==> src/hw/rtl/mad_pkg.sv <==
// Shared types, constants and coefficient tables for the ADPCM stream decoder.
// No dependencies; every other file imports this package.
package mad_pkg;

	// Configuration port layout
	localparam int CFG_IDX_W  = 2;
	localparam int CFG_DATA_W = 16;
	localparam logic [CFG_IDX_W-1:0] CFG_CHANNELS    = 2'd0;
	localparam logic [CFG_IDX_W-1:0] CFG_BLOCK_ALIGN = 2'd1;

	// Register reset values
	localparam logic [1:0]  CHANNELS_RST    = 2'd1;
	localparam logic [15:0] BLOCK_ALIGN_RST = 16'd256;

	// Highest predictor index and smallest legal step
	localparam logic [2:0]         PRED_MAX = 3'd6;
	localparam logic signed [15:0] STEP_MIN = 16'sd16;

	// Saturation bounds of the output sample
	localparam logic signed [20:0] SAMPLE_MAX = 21'sd32767;
	localparam logic signed [20:0] SAMPLE_MIN = -21'sd32768;

	typedef logic signed [10:0] coef_t;

	// Controller to datapath commands
	typedef struct packed {
		logic take;    // input transfer this cycle
		logic mul;     // form products for the current nibble
		logic acc;     // sum, clamp, write back and present a sample
		logic nib_lo;  // 0: high nibble, 1: low nibble
	} mad_cmd_t;

	// Datapath to controller status
	typedef struct packed {
		logic hdr;       // the offered byte is a block header byte
		logic out_room;  // output register can take a sample this cycle
	} mad_sts_t;

	// First predictor coefficient (applied to the newer sample)
	function automatic coef_t coef_a(input logic [2:0] pi);
		coef_t c;
		unique case (pi)
			3'd0:    c = 11'sd256;
			3'd1:    c = 11'sd512;
			3'd2:    c = 11'sd0;
			3'd3:    c = 11'sd192;
			3'd4:    c = 11'sd240;
			3'd5:    c = 11'sd460;
			default: c = 11'sd392;
		endcase
		return c;
	endfunction

	// Second predictor coefficient (applied to the older sample)
	function automatic coef_t coef_b(input logic [2:0] pi);
		coef_t c;
		unique case (pi)
			3'd0:    c = 11'sd0;
			3'd1:    c = -11'sd256;
			3'd2:    c = 11'sd0;
			3'd3:    c = 11'sd64;
			3'd4:    c = 11'sd0;
			3'd5:    c = -11'sd208;
			default: c = -11'sd232;
		endcase
		return c;
	endfunction

	// Step adaptation factor, in 1/256 units
	function automatic logic [9:0] adapt_factor(input logic [3:0] nib);
		logic [9:0] f;
		unique case (nib) inside
			4'd4, 4'd12: f = 10'd307;
			4'd5, 4'd11: f = 10'd409;
			4'd6, 4'd10: f = 10'd512;
			4'd7, 4'd9:  f = 10'd614;
			4'd8:        f = 10'd768;
			default:     f = 10'd230;
		endcase
		return f;
	endfunction

endpackage

==> src/hw/rtl/mad_stream_ifs.sv <==
// Handshake channel interfaces of the ADPCM stream decoder: byte input,
// sample output and configuration writes. Depends on mad_pkg.
interface mad_byte_if;
	logic       valid;
	logic       ready;
	logic [7:0] data_byte;
	logic       chunk_start;
	modport source (output valid, data_byte, chunk_start, input ready);
	modport sink   (input valid, data_byte, chunk_start, output ready);
endinterface

interface mad_pcm_if;
	logic               valid;
	logic               ready;
	logic signed [15:0] sample;
	logic               channel;
	logic               last;
	modport source (output valid, sample, channel, last, input ready);
	modport sink   (input valid, sample, channel, last, output ready);
endinterface

interface mad_cfg_if import mad_pkg::*; ();
	logic                  valid;
	logic                  ready;
	logic [CFG_IDX_W-1:0]  index;
	logic [CFG_DATA_W-1:0] data;
	modport source (output valid, index, data, input ready);
	modport sink   (input valid, index, data, output ready);
endinterface

==> src/hw/rtl/mad_ctrl.sv <==
// Sequencing controller of the ADPCM decoder: byte intake, then a multiply
// and an accumulate step per nibble. Depends on mad_pkg.
module mad_ctrl import mad_pkg::*; (
	input  logic     clk,
	input  logic     arst_n,
	input  logic     in_valid,
	input  mad_sts_t sts,
	output logic     in_ready,
	output mad_cmd_t cmd
);

	typedef enum logic [1:0] {S_IDLE, S_MUL, S_ACC} state_t;

	state_t state_q;
	logic   nib_q;

	// Commands
	always_comb begin
		in_ready   = (state_q == S_IDLE);
		cmd.take   = in_ready && in_valid;
		cmd.mul    = (state_q == S_MUL);
		cmd.acc    = (state_q == S_ACC) && sts.out_room;
		cmd.nib_lo = nib_q;
	end

	// State and nibble select
	always_ff @(posedge clk or negedge arst_n) begin
		if (!arst_n) begin
			state_q <= S_IDLE;
			nib_q   <= 1'b0;
		end else begin
			unique case (state_q)
				S_IDLE: begin
					if (in_valid && !sts.hdr) begin
						state_q <= S_MUL;
						nib_q   <= 1'b0;
					end
				end
				S_MUL: state_q <= S_ACC;
				S_ACC: begin
					if (sts.out_room) begin
						if (!nib_q) begin
							nib_q   <= 1'b1;
							state_q <= S_MUL;
						end else begin
							state_q <= S_IDLE;
						end
					end
				end
				default: state_q <= S_IDLE;
			endcase
		end
	end

`ifndef SYNTHESIS
	a_acc_needs_room: assert property (@(posedge clk) disable iff (!arst_n)
		cmd.acc |-> sts.out_room)
		else $error("accumulate issued with output register full");
	a_mul_then_acc: assert property (@(posedge clk) disable iff (!arst_n)
		(state_q == S_MUL) |=> (state_q == S_ACC))
		else $error("multiply step not followed by accumulate");
	a_hdr_stays_idle: assert property (@(posedge clk) disable iff (!arst_n)
		(cmd.take && sts.hdr) |=> (state_q == S_IDLE))
		else $error("header byte started a decode");
`endif

endmodule

==> src/hw/rtl/mad_datapath.sv <==
// Datapath of the ADPCM decoder: configuration, block position, header
// capture, per-channel history and step, products, clamp, output register.
// Depends on mad_pkg.
module mad_datapath import mad_pkg::*; #(
	parameter int MAX_CHANNELS = 2
) (
	input  logic                  clk,
	input  logic                  arst_n,
	// configuration writes
	input  logic                  cfg_we,
	input  logic [CFG_IDX_W-1:0]  cfg_index,
	input  logic [CFG_DATA_W-1:0] cfg_data,
	// input payload
	input  logic [7:0]            data_byte,
	input  logic                  chunk_start,
	// control
	input  mad_cmd_t              cmd,
	output mad_sts_t              sts,
	// output
	output logic                  out_valid,
	input  logic                  out_ready,
	output logic signed [15:0]    out_sample,
	output logic                  out_channel,
	output logic                  out_last
);

	localparam int CH_W = (MAX_CHANNELS > 1) ? $clog2(MAX_CHANNELS) : 1;
	localparam int HL_W = $clog2(7 * MAX_CHANNELS + 1);

	// Divide by 256 with truncation toward zero
	function automatic logic signed [27:0] div256(input logic signed [27:0] v);
		logic signed [27:0] r;
		r = v >>> 8;
		if (v[27] && (v[7:0] != 8'd0)) r = r + 28'sd1;
		return r;
	endfunction

	// Configuration and sequencing state
	logic [1:0]      chans_q;
	logic [15:0]     balign_q;
	logic [15:0]     pos_q;
	logic [CH_W-1:0] cur_ch_q;
	logic [7:0]      hlow_q;
	logic [7:0]      byte_q;

	// Per-channel decoder state
	logic [2:0]         pidx_q  [MAX_CHANNELS];
	logic signed [15:0] step_q  [MAX_CHANNELS];
	logic signed [15:0] newer_q [MAX_CHANNELS];
	logic signed [15:0] older_q [MAX_CHANNELS];

	// Products
	logic signed [26:0] pa_s1, pb_s1, pt_s1;
	logic signed [19:0] ps_s1;

	// Output register
	logic               out_valid_q;
	logic signed [15:0] out_sample_q;
	logic               out_channel_q;
	logic               out_last_q;

	// Active channel count
	logic [HL_W-1:0] nch;
	always_comb begin
		if (chans_q == 2'd0)
			nch = HL_W'(1);
		else if (HL_W'(chans_q) > HL_W'(MAX_CHANNELS))
			nch = HL_W'(MAX_CHANNELS);
		else
			nch = HL_W'(chans_q);
	end

	// Position of the offered byte and header decode
	logic [15:0]     pos_eff;
	logic [15:0]     pos_inc;
	logic [HL_W-1:0] hlen;
	logic [HL_W-1:0] hp, hq, hh, hch;
	logic [CH_W-1:0] ch_take;
	logic            is_hdr;
	always_comb begin
		pos_eff = chunk_start ? 16'd0 : pos_q;
		pos_inc = pos_eff + 16'd1;
		hlen    = HL_W'(7 * 1) * nch;
		is_hdr  = (pos_eff < 16'(hlen));
		hp      = pos_eff[HL_W-1:0];
		hq      = hp - nch;
		hh      = hq >> 1;
		if (hh < nch)
			hch = hh;
		else if (hh < (nch << 1))
			hch = hh - nch;
		else
			hch = hh - (nch << 1);
		if (chunk_start || (HL_W'(cur_ch_q) >= nch))
			ch_take = '0;
		else
			ch_take = cur_ch_q;
	end

	assign sts.hdr      = is_hdr;
	assign sts.out_room = !out_valid_q || out_ready;

	// Current nibble and channel state reads
	logic [3:0]         nib;
	logic signed [3:0]  nib_s;
	logic [2:0]         rd_pidx;
	logic signed [15:0] rd_step, rd_newer, rd_older;
	always_comb begin
		nib      = cmd.nib_lo ? byte_q[3:0] : byte_q[7:4];
		nib_s    = $signed(nib);
		rd_pidx  = pidx_q[cur_ch_q];
		rd_step  = step_q[cur_ch_q];
		rd_newer = newer_q[cur_ch_q];
		rd_older = older_q[cur_ch_q];
	end

	// Prediction, clamp and step adaptation
	logic signed [27:0] pred_sum, pred, tnew;
	logic signed [20:0] total;
	logic signed [15:0] sample_c, step_w, step_c;
	logic [HL_W-1:0]    ch_nxt;
	always_comb begin
		pred_sum = 28'(pa_s1) + 28'(pb_s1);
		pred     = div256(pred_sum);
		total    = 21'(pred) + 21'(ps_s1);
		if (total > SAMPLE_MAX)
			sample_c = SAMPLE_MAX[15:0];
		else if (total < SAMPLE_MIN)
			sample_c = SAMPLE_MIN[15:0];
		else
			sample_c = total[15:0];
		tnew   = div256(28'(pt_s1));
		step_w = tnew[15:0];
		step_c = (step_w < STEP_MIN) ? STEP_MIN : step_w;
		ch_nxt = HL_W'(cur_ch_q) + HL_W'(1);
	end

	// Control registers
	always_ff @(posedge clk or negedge arst_n) begin
		if (!arst_n) begin
			chans_q     <= CHANNELS_RST;
			balign_q    <= BLOCK_ALIGN_RST;
			pos_q       <= '0;
			cur_ch_q    <= '0;
			hlow_q      <= '0;
			out_valid_q <= 1'b0;
		end else begin
			if (cfg_we) begin
				unique case (cfg_index)
					CFG_CHANNELS:    chans_q  <= cfg_data[1:0];
					CFG_BLOCK_ALIGN: balign_q <= cfg_data;
					default: ;
				endcase
			end
			if (cmd.take) begin
				pos_q    <= (pos_inc == balign_q) ? 16'd0 : pos_inc;
				cur_ch_q <= ch_take;
				if (is_hdr && (hp >= nch) && !hq[0])
					hlow_q <= data_byte;
			end
			if (cmd.acc)
				cur_ch_q <= (ch_nxt < nch) ? ch_nxt[CH_W-1:0] : '0;
			if (cmd.acc)
				out_valid_q <= 1'b1;
			else if (out_ready)
				out_valid_q <= 1'b0;
		end
	end

	// Channel state, products and output payload
	always_ff @(posedge clk) begin
		if (cmd.take) begin
			byte_q <= data_byte;
			if (is_hdr) begin
				if (hp < nch) begin
					pidx_q[hp[CH_W-1:0]] <= (data_byte > 8'(PRED_MAX)) ?
						PRED_MAX : data_byte[2:0];
				end else if (hq[0]) begin
					if (hh < nch)
						step_q[hch[CH_W-1:0]] <= {data_byte, hlow_q};
					else if (hh < (nch << 1))
						newer_q[hch[CH_W-1:0]] <= {data_byte, hlow_q};
					else
						older_q[hch[CH_W-1:0]] <= {data_byte, hlow_q};
				end
			end
		end
		if (cmd.mul) begin
			pa_s1 <= 27'(rd_newer) * 27'(coef_a(rd_pidx));
			pb_s1 <= 27'(rd_older) * 27'(coef_b(rd_pidx));
			ps_s1 <= 20'(nib_s) * 20'(rd_step);
			pt_s1 <= 27'($signed({1'b0, adapt_factor(nib)})) * 27'(rd_step);
		end
		if (cmd.acc) begin
			older_q[cur_ch_q] <= rd_newer;
			newer_q[cur_ch_q] <= sample_c;
			step_q[cur_ch_q]  <= step_c;
			out_sample_q      <= sample_c;
			out_channel_q     <= cur_ch_q[0];
			out_last_q        <= cmd.nib_lo;
		end
	end

	assign out_valid   = out_valid_q;
	assign out_sample  = out_sample_q;
	assign out_channel = out_channel_q;
	assign out_last    = out_last_q;

`ifndef SYNTHESIS
	a_out_from_acc: assert property (@(posedge clk) disable iff (!arst_n)
		$rose(out_valid_q) |-> $past(cmd.acc))
		else $error("sample presented without an accumulate step");
	a_hold_when_stalled: assert property (@(posedge clk) disable iff (!arst_n)
		(out_valid_q && !out_ready) |-> !cmd.acc)
		else $error("stalled sample overwritten");
`endif

endmodule

==> src/hw/rtl/ms_adpcm_stream_decoder_unit.sv <==
// Channel     | Direction | Payload                          | Transfer when
// adpcm       | in        | data_byte[7:0], chunk_start      | valid && ready
// pcm         | out       | sample[15:0] signed, channel, last | valid && ready
// cfg         | in        | index[1:0], data[15:0]           | valid && ready (ready tied high)
//
// A header byte needs only its intake step. A data byte takes intake, then
// a multiply and an accumulate step per nibble, set by the shared product
// stage and the dependence of each nibble on the previous sample and step.
// A sample waiting in the output register stalls the accumulate step only;
// the next byte is taken while the last sample of a byte waits.
// Reset (arst_n low, asynchronous) resets control state; channel history is
// loaded by block headers.
// Depends on mad_pkg, mad_stream_ifs, mad_ctrl and mad_datapath.
module ms_adpcm_stream_decoder_unit import mad_pkg::*; #(
	parameter int MAX_CHANNELS = 2
) (
	input logic       clk,
	input logic       arst_n,
	mad_byte_if.sink  adpcm,
	mad_pcm_if.source pcm,
	mad_cfg_if.sink   cfg
);

	mad_cmd_t cmd;
	mad_sts_t sts;
	logic     in_ready;

	// Configuration is always accepted
	assign cfg.ready   = 1'b1;
	assign adpcm.ready = in_ready;

	mad_ctrl u_ctrl (
		.clk      (clk),
		.arst_n   (arst_n),
		.in_valid (adpcm.valid),
		.sts      (sts),
		.in_ready (in_ready),
		.cmd      (cmd)
	);

	mad_datapath #(
		.MAX_CHANNELS (MAX_CHANNELS)
	) u_datapath (
		.clk         (clk),
		.arst_n      (arst_n),
		.cfg_we      (cfg.valid),
		.cfg_index   (cfg.index),
		.cfg_data    (cfg.data),
		.data_byte   (adpcm.data_byte),
		.chunk_start (adpcm.chunk_start),
		.cmd         (cmd),
		.sts         (sts),
		.out_valid   (pcm.valid),
		.out_ready   (pcm.ready),
		.out_sample  (pcm.sample),
		.out_channel (pcm.channel),
		.out_last    (pcm.last)
	);

endmodule

==> src/flat_wrapper.sv <==
// flat-port wrapper written by rule: the top's interface ports become plain ports
module ms_adpcm_stream_decoder_unit_flat import mad_pkg::*;
#(
	parameter int MAX_CHANNELS = 2
)
  (clk, arst_n, adpcm_valid, adpcm_data_byte, adpcm_chunk_start, adpcm_ready, pcm_valid, pcm_sample, pcm_channel, pcm_last, pcm_ready, cfg_valid, cfg_index, cfg_data, cfg_ready);
  mad_byte_if adpcm_i ();
  mad_pcm_if pcm_i ();
  mad_cfg_if cfg_i ();
  input logic clk;
  input logic arst_n;
  input wire logic [$bits(adpcm_i.valid)-1:0] adpcm_valid;
  input wire logic [$bits(adpcm_i.data_byte)-1:0] adpcm_data_byte;
  input wire logic [$bits(adpcm_i.chunk_start)-1:0] adpcm_chunk_start;
  output wire logic [$bits(adpcm_i.ready)-1:0] adpcm_ready;
  output wire logic [$bits(pcm_i.valid)-1:0] pcm_valid;
  output wire logic [$bits(pcm_i.sample)-1:0] pcm_sample;
  output wire logic [$bits(pcm_i.channel)-1:0] pcm_channel;
  output wire logic [$bits(pcm_i.last)-1:0] pcm_last;
  input wire logic [$bits(pcm_i.ready)-1:0] pcm_ready;
  input wire logic [$bits(cfg_i.valid)-1:0] cfg_valid;
  input wire logic [$bits(cfg_i.index)-1:0] cfg_index;
  input wire logic [$bits(cfg_i.data)-1:0] cfg_data;
  output wire logic [$bits(cfg_i.ready)-1:0] cfg_ready;
  assign adpcm_i.valid = adpcm_valid;
  assign adpcm_i.data_byte = adpcm_data_byte;
  assign adpcm_i.chunk_start = adpcm_chunk_start;
  assign adpcm_ready = adpcm_i.ready;
  assign pcm_valid = pcm_i.valid;
  assign pcm_sample = pcm_i.sample;
  assign pcm_channel = pcm_i.channel;
  assign pcm_last = pcm_i.last;
  assign pcm_i.ready = pcm_ready;
  assign cfg_i.valid = cfg_valid;
  assign cfg_i.index = cfg_index;
  assign cfg_i.data = cfg_data;
  assign cfg_ready = cfg_i.ready;
  ms_adpcm_stream_decoder_unit #(.MAX_CHANNELS(MAX_CHANNELS)) u_core (.clk(clk), .arst_n(arst_n), .adpcm(adpcm_i), .pcm(pcm_i), .cfg(cfg_i));
endmodule
==> config.mk <==
export PLATFORM = sky130hd
export DESIGN_NAME = ms_adpcm_stream_decoder_unit_flat
export DESIGN_NICKNAME = d
export VERILOG_FILES = /design/src/hw/rtl/mad_pkg.sv /design/src/hw/rtl/mad_stream_ifs.sv /design/src/hw/rtl/mad_ctrl.sv /design/src/hw/rtl/mad_datapath.sv /design/src/hw/rtl/ms_adpcm_stream_decoder_unit.sv /design/src/flat_wrapper.sv
export SDC_FILE = /design/constraint.sdc
export NUM_CORES = 2
export LEC_CHECK = 0
export ABC_AREA = 1
export BUFFER_PORTS_ARGS = -buffer_cell sky130_fd_sc_hd__buf_2
export CAP_MARGIN = 25
export CORE_ASPECT_RATIO = 0.6
export CORE_MARGIN = 5
export CORE_UTILIZATION = 60
export DETAILED_ROUTE_END_ITERATION = 7
export GPL_ROUTABILITY_DRIVEN = 0
export PLACE_DENSITY = 0.77
export SYNTH_ARGS = -nofsm -noshare
export SYNTH_HDL_FRONTEND = slang
export SYNTH_HIERARCHICAL = 1
export SYNTH_SLANG_ARGS = --single-unit
export TNS_END_PERCENT = 1
==> constraint.sdc <==
create_clock -name clk -period 12.3 [get_ports clk]
set_input_delay 0.615 -clock clk [delete_from_list [all_inputs] [get_ports clk]]
set_output_delay 0.615 -clock clk [all_outputs]
set_load 0.005 [all_outputs]
==> results.ini <==
[status]
status=finished with violations
failed_checks=design-rule violations

[routing]
antenna_left=0
drt-wirelength-per-cell_um=18.20
drc_errors=13
num_vias=24130
drt_iter0_markers=2466
routed_via_density=5.468
first_pass_iters=8
routed_wl_um=80330

[clock_tree]
cts_buffers=27
cts.sinks=268
cts-resized-gates=0
cts_tree=yes
cts_root_buf=clkbuf_16
h-tree-depth=1
cts_hold_buffers=0
cts_setup_buffers=0
cts_buffer_depth=3
clk_pin_slew_ps=70
clock_latency_ps=580

[global_route]
busiest_layer=met1
antenna_found_initial=4
grt_first_pass_wirelength_um=128500
grt_max_degree=74
grt.met3_usage_pct=13.78
grt.met2_usage_pct=35.95
met1_usage_pct=44.04
grt_use_total_pct=28.17
globalRouteOverflowTotal=0
grt_pass1_vias=23410

[die]
die_w_um=305.3
pin_count=53
dieArea_um2=57130
die_y_um=187.2
fp-row-count=64
core_area_um2=51330
initial_core_util_pct=61.15

[synth]
yosys_register_bits=268
synthArstFlopShare_pct=17.16
synth-main-ff-cell=edfxtp_1
synth_nets=4358
yosysSeqAreaShare_pct=24.91
synth_edf_count=222
synth.avg_cell_area_um2=8.585
synthesis.instances=3656
ys_types=57
synth_area_leaders=fa_1 (23%), edfxtp_1 (21%), ha_1 (12%)
ys_warn_count=6
synth_top_cell_area_share_pct=23.41
yosys.area.top_type=fa_1
syn-cell-area_um2=31390

[placement]
dp.cells=4362
place_hpwl_um=66070
port_buffers=51

[hold_path]
min-delay-path-class=in -> async

[worst_setup_path]
r2r_end=u_core/u_datapath/pt_s1[21]
worstSetupEndpointType=flip-flop
max_stage_delay_ps=680
critPathLaunchType=flip-flop
slowest_stage=o21ai_1
crit_arrival_ps=9040
cp-startpoint=u_core/u_ctrl/nib_q
critPathRequiredTime_ps=12620
rrSetupSlack_ps=3580
cp-endpoint=u_core/u_datapath/pt_s1[21]
r2r_cells=26
regToRegStartpoint=u_core/u_ctrl/nib_q
worstSetupPathType=reg -> reg
path_common_cell=fa_1
critical_path.max_fanout=17

[finish]
syn_to_final_growth_pct=6.578
final_layout_size_suffix_gt1_share_pct=6.263
final_cells=4414
final_nets=4402
final_core_util_pct=65.17

[timing]
period_needed_ps=8723
slew_headroom_pct=23.58
skew_ps=24.43
fin_crit_sh_pct=70.91
fin_tns_setup_ps=0
drv_slew=0
worst_slew_pin_slew_ps=1139
final-hold-violation-count=0
fmax_mhz=114.6
rsz0062_at_grt=false
setup_viol=0

[job]
maxCapViolCount=0

==> metal layers <==
metal  vias to the layer above  share of wire, %
li1                      11480                 -
met1                     11290                46
met2                      1258                37
met3                       102                16
met4                         4               1.2
met5                         -             0.035
==> sequential cells by signal (all words and copies together) (netlist names), 6 cells and up <==
register / cells
u_core/u_datapath/pidx_q: 6
u_core/u_datapath/step_q: 32
u_core/u_datapath/hlow_q: 8
u_core/u_datapath/pos_q: 16
u_core/u_datapath/pa_s1: 25
u_core/u_datapath/out_sample: 16
u_core/u_datapath/pt_s1: 25
u_core/u_datapath/older_q: 32
u_core/u_datapath/byte_q: 8
u_core/u_datapath/balign_q: 16
u_core/u_datapath/newer_q: 32
u_core/u_datapath/pb_s1: 24
u_core/u_datapath/ps_s1: 20
==> cell usage after synthesis, types with 18 or more instances <==
cell type,instances
a21oi_1,137
clkbuf_1,51
dfrtp_1,45
edfxtp_1,222
fa_1,367
ha_1,303
inv_1,775
nand2_1,683
nand2_2,20
nand2_4,19
nand3_1,88
nand4_1,23
nor2_1,399
nor3_1,18
o21ai_0,159
o21ai_1,25
xnor2_1,43
xor2_1,115
==> final cells by class <==
cell class / count / area (µm²)
fill: 4213 / 17880
clock inverter: 13 / 177.7
timing repair buffer: 83 / 555.5
antenna: 1 / 2.502
clock buffer: 36 / 770.7
inverter: 788 / 2958
tap: 693 / 867.1
sequential: 268 / 7820
multi-input combinational: 2532 / 20300
==> cells in the final DEF (no fill, tap or decap), drive strengths merged, types with 9 or more instances in the layout <==
master	instances
ha	303
mux2	10
fa	367
or2	12
clkinv	10
nor3	22
nand4	24
dfrtp	45
xnor2	44
o21ai	184
nand2	722
buf	83
nand3	101
edfxtp	222
clkbuf	36
a21oi	137
o21bai	9
inv	785
xor2	115
nor4	15
nand3b	13
nor2	412
==> worst min path at each step <==
stage                                endpoint  cells after the start                       start
5_1_grt        u_core/u_datapath/balign_q[13]                      1                      arst_n
2_1_floorplan             u_core/u_ctrl/nib_q                      0                      arst_n
3_3_place_gp       u_core/u_datapath/pos_q[1]                      2  u_core/u_datapath/pos_q[1]
3_5_place_dp       u_core/u_datapath/pos_q[1]                      2  u_core/u_datapath/pos_q[1]
4_1_cts        u_core/u_datapath/balign_q[13]                      1                      arst_n
6_report       u_core/u_datapath/balign_q[13]                      1                      arst_n
==> cell families after synthesis <==
group,after synthesis,synth area share [%]
XOR/XNOR,159,4.461
AND/OR/NAND/NOR,1326,18.07
AO/OA/AOI/OAI,365,6.219
other,1,0.01195
adder cells (fa/ha/maj),670,35.49
buffers and inverters,856,10.45
flip-flops,268,24.91
multiplexers,11,0.3907
==> worst max-delay path, delay by kind of cell, from the launching register on <==
family	cells	cell delay, ps
AOI/OAI and AO/OA	7	1960
xor gates and xnor gates	1	160
adders and majority gates	6	3040
buffers and inverters	6	1340
DFF	1	480
and+or+nand+nor	6	1480
==> through the flow <==
step	area (µm²)	hold WS, ps	setup slack (ps)
global placement	32420	461.9	4076
global route	33450	70.16	2903
finish	33450	32.92	3577
detailed placement	32440	465.4	3965
CTS	33390	33.73	3891
floorplan	31390	319.4	5503
Power is not shown: default switching activity piles up to over one toggle a cycle in this logic, so the estimate is an artifact.
